$ cat config.mk
export PLATFORM = sky130hd
export DESIGN_NAME = decimal_fir_filter_8_tap_top
export DESIGN_NICKNAME = d
export VERILOG_FILES = /design/src/rtl/core/dfir_pkg.sv /design/src/rtl/core/decimal_fir_filter_8_tap_top.sv
export VERILOG_INCLUDE_DIRS = /design/src /design/src/rtl/core
export SDC_FILE = /design/constraint.sdc
export NUM_CORES = 2
export LEC_CHECK = 0
export BUFFER_PORTS_ARGS = -buffer_cell sky130_fd_sc_hd__buf_2
export CAP_MARGIN = 10
export CORE_ASPECT_RATIO = 0.7
export CORE_MARGIN = 2
export CORE_UTILIZATION = 60
export CTS_CLUSTER_SIZE = 25
export DETAILED_ROUTE_END_ITERATION = 6
export HOLD_SLACK_MARGIN = 0.06
export PLACE_DENSITY = 0.9
export SYNTH_ARGS = -nofsm -noshare
export SYNTH_HDL_FRONTEND = slang
export SYNTH_SLANG_ARGS = --single-unit
$ cat constraint.sdc
create_clock -name clk -period 10.1 [get_ports clk]
set_clock_uncertainty 0.15 [all_clocks]
set_input_delay 3.03 -clock clk [delete_from_list [all_inputs] [get_ports clk]]
set_output_delay 3.03 -clock clk [all_outputs]
set_load 0.1 [all_outputs]
$ cat src/rtl/core/decimal_fir_filter_8_tap_top_defines.svh
// Assertion macros shared by the decimal FIR filter RTL.
`ifndef DECIMAL_FIR_FILTER_8_TAP_TOP_DEFINES_SVH
`define DECIMAL_FIR_FILTER_8_TAP_TOP_DEFINES_SVH

// Same-cycle implication, checked on clk and disabled while rst is high.
`define DFIR_ASSERT_NOW(lbl, ante, cons) \
  lbl: assert property (@(posedge clk) disable iff (rst) (ante) |-> (cons)) \
    else $error("dfir check failed");

// Next-cycle implication, checked on clk and disabled while rst is high.
`define DFIR_ASSERT_NEXT(lbl, ante, cons) \
  lbl: assert property (@(posedge clk) disable iff (rst) (ante) |=> (cons)) \
    else $error("dfir check failed");

`endif

$ cat src/rtl/core/dfir_pkg.sv
// Types, constants and helper functions for the decimal FIR filter.
`timescale 1ns / 1ps

package dfir_pkg;

  typedef enum logic [1:0] {
    REG_COEF_OUTER  = 2'd0,
    REG_COEF_SECOND = 2'd1,
    REG_COEF_THIRD  = 2'd2,
    REG_COEF_CENTER = 2'd3
  } cfg_reg_t;

  typedef struct packed {
    logic [3:0] tens;
    logic [3:0] units;
  } digit_pair_t;

  localparam int unsigned NUM_LANES = 4;
  localparam int unsigned HIST_DEPTH = 7;

  localparam logic signed [15:0] COEF_OUTER_RST  = 16'sd875;
  localparam logic signed [15:0] COEF_SECOND_RST = 16'sd4794;
  localparam logic signed [15:0] COEF_THIRD_RST  = 16'sd16402;
  localparam logic signed [15:0] COEF_CENTER_RST = 16'sd27927;

  localparam logic [13:0] OUT_MAX = 14'd9999;
  localparam logic [5:0] ASCII_ZERO = 6'd48;

  // A sum of -99999 or above truncates to a quotient of zero or more.
  localparam logic signed [32:0] SUM_LOW = -33'sd99999;
  // Quotients above 9999 start at a sum of 10000 * 100000.
  localparam logic signed [32:0] SUM_HIGH = 33'sd1000000000;

  // floor(x / 3125) for x below 2^25 equals (x * SCALE_RECIP) >> 37.
  localparam logic [25:0] SCALE_RECIP = 26'd43980466;
  // floor(x / 100) for x below 2^14 equals (x * HUND_RECIP) >> 20.
  localparam logic [13:0] HUND_RECIP = 14'd10486;
  // floor(x / 10) for x below 2^7 equals (x * TEN_RECIP) >> 10.
  localparam logic [9:0] TEN_RECIP = 10'd103;

  // A character maps to its low nibble, clamped to nine.
  function automatic logic [3:0] char_digit(input logic [5:0] c);
    logic [3:0] d;
    d = c[3:0];
    return (d > 4'd9) ? 4'd9 : d;
  endfunction

  function automatic logic [5:0] ascii_digit(input logic [3:0] d);
    return ASCII_ZERO + {2'd0, d};
  endfunction

  // Splits a value in 0..99 into its two decimal digits.
  function automatic digit_pair_t split_tens(input logic [6:0] x);
    logic [16:0] prod;
    logic [6:0] rem;
    digit_pair_t res;
    prod = {10'd0, x} * {7'd0, TEN_RECIP};
    res.tens = prod[13:10];
    rem = x - ({3'd0, res.tens} * 7'd10);
    res.units = rem[3:0];
    return res;
  endfunction

endpackage

$ cat src/rtl/core/decimal_fir_filter_8_tap_top.sv
// An item's result is valid once the item has passed through stages A to H.
// Throughput: one item per cycle unless out_ready is low; each stage holds one
// item and moves on when the stage after it is empty or moving, so bubbles
// close up under stalls. The 16x16 tap products and the 25x26 reciprocal
// multiply set the clock. Reset clears the sample history to zero, loads the
// default coefficients and empties the pipeline.
`timescale 1ns / 1ps
`include "decimal_fir_filter_8_tap_top_defines.svh"

module decimal_fir_filter_8_tap_top
  import dfir_pkg::*;
(
  input  logic        clk,
  input  logic        rst,
  input  logic        cfg_we,
  input  logic [1:0]  cfg_index,
  input  logic [15:0] cfg_data,
  input  logic        in_valid,
  output logic        in_ready,
  input  logic [5:0]  char_thousands,
  input  logic [5:0]  char_hundreds,
  input  logic [5:0]  char_tens,
  input  logic [5:0]  char_units,
  output logic        out_valid,
  input  logic        out_ready,
  output logic [13:0] filtered_value,
  output logic [5:0]  out_thousands,
  output logic [5:0]  out_hundreds,
  output logic [5:0]  out_tens,
  output logic [5:0]  out_units,
  output logic        clipped
);

  localparam int unsigned NUM_STAGES = 8;
  localparam int unsigned ST_A = 0;
  localparam int unsigned ST_B = 1;
  localparam int unsigned ST_C = 2;
  localparam int unsigned ST_D = 3;
  localparam int unsigned ST_E = 4;
  localparam int unsigned ST_F = 5;
  localparam int unsigned ST_G = 6;
  localparam int unsigned ST_H = 7;

  logic signed [15:0] coef [NUM_LANES];
  logic [13:0] hist [HIST_DEPTH];

  logic [NUM_STAGES-1:0] vld;
  logic [NUM_STAGES-1:0] adv;
  logic accept;

  logic [13:0] sample;
  logic [14:0] a_ps [NUM_LANES];
  logic signed [30:0] mul [NUM_LANES];
  logic signed [30:0] b_prod [NUM_LANES];
  logic signed [31:0] c_s01;
  logic signed [31:0] c_s23;
  logic signed [32:0] d_sum;
  logic [50:0] recip_prod;
  logic [13:0] e_val;
  logic e_clip;
  logic [27:0] hund_prod;
  logic [13:0] f_val;
  logic f_clip;
  logic [6:0] f_hi;
  logic [13:0] f_lo_full;
  digit_pair_t f_hi_dig;
  logic [13:0] g_val;
  logic g_clip;
  logic [6:0] g_lo;
  logic [3:0] g_d3;
  logic [3:0] g_d2;
  digit_pair_t g_lo_dig;
  logic [13:0] out_check;

  // Each stage takes a new item when it is empty or its own item moves on.
  always_comb begin
    adv[ST_H] = !vld[ST_H] || out_ready;
    for (int i = NUM_STAGES - 2; i >= 0; i--) begin
      adv[i] = !vld[i] || adv[i + 1];
    end
  end

  assign in_ready = adv[ST_A];
  assign accept = in_valid && in_ready;
  assign out_valid = vld[ST_H];

  always_ff @(posedge clk) begin
    if (rst) begin
      vld <= '0;
    end else begin
      if (adv[ST_A]) begin
        vld[ST_A] <= in_valid;
      end
      for (int i = 1; i < NUM_STAGES; i++) begin
        if (adv[i]) begin
          vld[i] <= vld[i - 1];
        end
      end
    end
  end

  always_ff @(posedge clk) begin
    if (rst) begin
      coef[REG_COEF_OUTER]  <= COEF_OUTER_RST;
      coef[REG_COEF_SECOND] <= COEF_SECOND_RST;
      coef[REG_COEF_THIRD]  <= COEF_THIRD_RST;
      coef[REG_COEF_CENTER] <= COEF_CENTER_RST;
    end else if (cfg_we) begin
      case (cfg_reg_t'(cfg_index))
        REG_COEF_OUTER:  coef[REG_COEF_OUTER]  <= cfg_data;
        REG_COEF_SECOND: coef[REG_COEF_SECOND] <= cfg_data;
        REG_COEF_THIRD:  coef[REG_COEF_THIRD]  <= cfg_data;
        REG_COEF_CENTER: coef[REG_COEF_CENTER] <= cfg_data;
        default: ;
      endcase
    end
  end

  assign sample = {10'd0, char_digit(char_thousands)} * 14'd1000
                + {10'd0, char_digit(char_hundreds)} * 14'd100
                + {10'd0, char_digit(char_tens)} * 14'd10
                + {10'd0, char_digit(char_units)};

  // Oldest sample sits at entry zero; the new sample enters at the top.
  always_ff @(posedge clk) begin
    if (rst) begin
      for (int i = 0; i < HIST_DEPTH; i++) begin
        hist[i] <= '0;
      end
    end else if (accept) begin
      for (int i = 0; i < HIST_DEPTH - 1; i++) begin
        hist[i] <= hist[i + 1];
      end
      hist[HIST_DEPTH - 1] <= sample;
    end
  end

  // Stage A: symmetric tap pairs.
  always_ff @(posedge clk) begin
    if (accept) begin
      a_ps[0] <= {1'b0, hist[0]} + {1'b0, sample};
      a_ps[1] <= {1'b0, hist[1]} + {1'b0, hist[6]};
      a_ps[2] <= {1'b0, hist[2]} + {1'b0, hist[5]};
      a_ps[3] <= {1'b0, hist[3]} + {1'b0, hist[4]};
    end
  end

  // Stage B: one multiplier per lane.
  always_comb begin
    for (int i = 0; i < NUM_LANES; i++) begin
      mul[i] = 31'(coef[i]) * 31'($signed({1'b0, a_ps[i]}));
    end
  end

  always_ff @(posedge clk) begin
    if (adv[ST_B] && vld[ST_A]) begin
      for (int i = 0; i < NUM_LANES; i++) begin
        b_prod[i] <= mul[i];
      end
    end
  end

  // Stages C and D: adder tree.
  always_ff @(posedge clk) begin
    if (adv[ST_C] && vld[ST_B]) begin
      c_s01 <= {b_prod[0][30], b_prod[0]} + {b_prod[1][30], b_prod[1]};
      c_s23 <= {b_prod[2][30], b_prod[2]} + {b_prod[3][30], b_prod[3]};
    end
  end

  always_ff @(posedge clk) begin
    if (adv[ST_D] && vld[ST_C]) begin
      d_sum <= {c_s01[31], c_s01} + {c_s23[31], c_s23};
    end
  end

  // Stage E: divide by 100000 as a shift by five and a reciprocal multiply
  // by 1/3125; only sums in 0..999999999 reach the quotient path.
  assign recip_prod = {26'd0, d_sum[29:5]} * {25'd0, SCALE_RECIP};

  always_ff @(posedge clk) begin
    if (adv[ST_E] && vld[ST_D]) begin
      if (d_sum < SUM_LOW) begin
        e_val  <= '0;
        e_clip <= 1'b1;
      end else if (d_sum[32]) begin
        e_val  <= '0;
        e_clip <= 1'b0;
      end else if (d_sum >= SUM_HIGH) begin
        e_val  <= OUT_MAX;
        e_clip <= 1'b1;
      end else begin
        e_val  <= recip_prod[50:37];
        e_clip <= 1'b0;
      end
    end
  end

  // Stage F: upper two decimal digits as one value in 0..99.
  assign hund_prod = {14'd0, e_val} * {14'd0, HUND_RECIP};

  always_ff @(posedge clk) begin
    if (adv[ST_F] && vld[ST_E]) begin
      f_val  <= e_val;
      f_clip <= e_clip;
      f_hi   <= hund_prod[26:20];
    end
  end

  // Stage G: lower two digits as a value, upper pair split into digits.
  assign f_lo_full = f_val - ({7'd0, f_hi} * 14'd100);
  assign f_hi_dig = split_tens(f_hi);

  always_ff @(posedge clk) begin
    if (adv[ST_G] && vld[ST_F]) begin
      g_val  <= f_val;
      g_clip <= f_clip;
      g_lo   <= f_lo_full[6:0];
      g_d3   <= f_hi_dig.tens;
      g_d2   <= f_hi_dig.units;
    end
  end

  // Stage H: result register.
  assign g_lo_dig = split_tens(g_lo);

  always_ff @(posedge clk) begin
    if (adv[ST_H] && vld[ST_G]) begin
      filtered_value <= g_val;
      clipped        <= g_clip;
      out_thousands  <= ascii_digit(g_d3);
      out_hundreds   <= ascii_digit(g_d2);
      out_tens       <= ascii_digit(g_lo_dig.tens);
      out_units      <= ascii_digit(g_lo_dig.units);
    end
  end

  assign out_check = {10'd0, out_thousands[3:0]} * 14'd1000
                   + {10'd0, out_hundreds[3:0]} * 14'd100
                   + {10'd0, out_tens[3:0]} * 14'd10
                   + {10'd0, out_units[3:0]};

  `DFIR_ASSERT_NOW(a_digits_match, out_valid, out_check == filtered_value)
  `DFIR_ASSERT_NOW(a_value_range, out_valid, filtered_value <= OUT_MAX)
  `DFIR_ASSERT_NOW(a_clip_bounds, out_valid && clipped,
                   (filtered_value == '0) || (filtered_value == OUT_MAX))
  `DFIR_ASSERT_NEXT(a_stall_holds, vld[ST_E] && !adv[ST_E],
                    vld[ST_E] && $stable(e_val) && $stable(e_clip))

endmodule
==> metrics.txt <==
first-pass GRT wire length=roughly 300000 microns; Hold Fails Final Rpt=0; CP Max Fanout=5; Root Buffer Master=clkbuf_16; Min-Delay Path Class=flop to flop; Post-Syn Area per Cell=10.41 sq um; Tot GR Track Use=29.04%; RSZ-0062 raised after global routing=no; Worst EP arrival=4.95 ns; largest net degree at the start of global routing=between 80 and 90; Final setup viols=0; worst skew pair latency=0.66 ns; Sink Count=546; 1st-pass router iterations=6; period utilisation layout=80.45%; initial core utilization=60.30%; initial drt markers=5226; via total after detailed routing=53340; Clock Tree Buf Depth=3; Routability Congestion=between 0.9 and 1; Gate Count Post-Synth=roughly 7600; cell row count=111; H-tree depth=2; Die ar.=134200 sq um; Routed Antenna Nets=0; ys flop type=edfxtp_1; critical path, cell by cell=buf_2 > nor2b_1 > and2_1 > and3_1 > nand3_1 > inv_1 > nand3_1 > buf_2; Max Clk Rate=123.1 MHz; core area=130600 sq um; CP Capture Type=output port; Final Net Count=9922; share of the synthesized area in the top cell type=33.60%; I/O pin cnt=88; register bit count reported by yosys=approximately 550; Post-Route WL=189800 microns; total CTS buffers=52; DRC violations left=0; CTS resizes=0; library cells used by synthesis=79; Die X=436.9 microns; setup TNS=0 ns; vias in the first global route=57840; Setup CP Type=input pin to output port; post-DP HPWL=between 150000 and 200000 microns; vias per std cell=5.701; CP max-delay cell=and3_1; initial antenna violation count=12; EDFF count, synth=about 540; clock-pin transition on the worst setup and hold timing paths=0.07 ns; layout cells sized above 1=2.921%; final global-route overflow total=0; startpoint types=input pin; die height=307.0 microns; Critical Path Max Stage Delay=0.36 ns; Final Critical Period=8.126 ns; biggest area consumer among synthesized cells=fa_1; Post-synth ARST share=0%; status=finished clean; mapped cell area=between 70000 and 80000 sq um; sequential share of the synthesized area=between 20 and 25%; CTS tree=done; post-CTS setup buffer count=0; MaxCap Viol Count=0; CP required=6.92 ns; worst slew pin tran=1.211 ns; max-slew violation count=0; Layout area overhead=4.985%; Fin Hold WS=around 0.27 ns; ranking of synthesized cells by area=fa_1, edfxtp_1, ha_1; DR WL/cell=20.28 microns; PortBufs=approximately 70; hold buffers post-CTS=0; Slew HR=18.85%; Syn. warnings=0
-- layout make-up --
cell class                      instances  area, sq um
Antenna cell                            6        15.01
Clock buffer                           59         1328
Clock inverter                         38        445.4
Fill cell                            9321        47910
Inverter                             1830         6869
Multi-Input combinational cell       5037        54990
Sequential cell                       546        16320
Tap cell                             1751         2191
Timing Repair Buffer                   89        490.5
-- state kept, by name, summed over array words and instances, names as in the netlist, 4 cells and up --
| name | flops |
|---|---|
| b_prod | 124 |
| f_hi | 7 |
| c_s23 | 32 |
| e_val | 14 |
| hist | 98 |
| g_d2 | 4 |
| c_s01 | 32 |
| out_tens | 4 |
| g_d3 | 4 |
| g_val | 14 |
| g_lo | 5 |
| out_hundreds | 4 |
| f_val | 14 |
| d_sum | 33 |
| coef | 64 |
| vld | 8 |
| a_ps | 60 |
| filtered_value | 14 |
| out_thousands | 4 |
-- through the flow --
stage	area, sq um	setup slack, ns	std cells	utilization [%]
final	82640	1.974	9356	63.30
after global routing	82640	1.799	9355	63.30
after CTS	82620	1.983	9349	63.28
after detailed placement	80840	1.964	9252	61.93
after global placement	80840	2.042	9252	61.93
after floorplan	78750	2.144	7572	-
-- cell usage after synthesis, types with 16 or more instances --
cell	n
a211oi_1	28
a21boi_0	19
a21o_1	110
a21oi_1	210
and2_1	594
and3_1	23
clkbuf_1	149
edfxtp_1	538
fa_1	1321
ha_1	998
inv_1	1830
nand2_1	589
nand2b_1	60
nand3_1	46
nand4_1	19
nor2_1	176
nor2b_1	57
nor3_1	62
o211ai_1	17
o21a_1	48
o21ai_0	125
o21bai_1	37
or3_1	16
xnor2_1	257
xor2_1	61
-- worst paths after layout --
path / slack [ns] / cells past startpoint / from / end
max: 1.97 / 8 / out_ready / in_ready
min: 0.27 / 0 / g_val[11] / filtered_value[11]
max reg2reg: 2.13 / 19 / a_ps[1][4] / b_prod[1][29]
min reg2reg: 0.27 / 0 / g_val[11] / filtered_value[11]
-- placed cells by master, fill, tap and decap left out, types with 11 or more instances in the layout --
cell type,count
nand2_1,589
a31oi_1,13
xnor2_1,257
buf_2,71
a21boi_0,17
a211o_1,12
a31o_2,11
nor3_1,61
o21ai_0,125
o21bai_1,37
a211oi_1,28
and3_1,23
fa_1,1321
or3_1,16
and2_1,594
nor2_1,174
o211ai_1,17
xor2_1,61
nor2b_1,55
o21a_1,48
clkbuf_16,52
ha_1,998
nand4_1,19
inv_1,1829
nand2b_1,59
nand3_1,46
buf_4,17
a21o_1,110
a21oi_1,209
edfxtp_1,538
-- metal layers --
layer	vias up	GRT usage, %	part of all wire, %
li1	23500	-	-
met1	26340	39.04	39
met2	2957	45.32	45
met3	545	7.983	12
met4	8	10.73	4.3
met5	-	0	0.029
-- worst max-delay path: cells and delay by family --
| family | cells | cell delay [ns] |
|---|---|---|
| simple gates | 5 | 1.24 |
| buf+inv | 3 | 0.68 |
-- logic make-up after synthesis --
group           after synthesis  share of synthesized area, %
fa+ha+maj                  2319                         49.46
flops                       546                         20.73
mux                           1                       0.01272
simple gates               1677                         10.78
compound gates              714                         5.950
xor+xnor                    318                         3.538
other cells                   1                      0.004764
buf+inv                    1989                         9.528
Power is left out: the tool's default activity adds up to more than one toggle a clock period on the data nets, which glitch-free logic cannot reach.
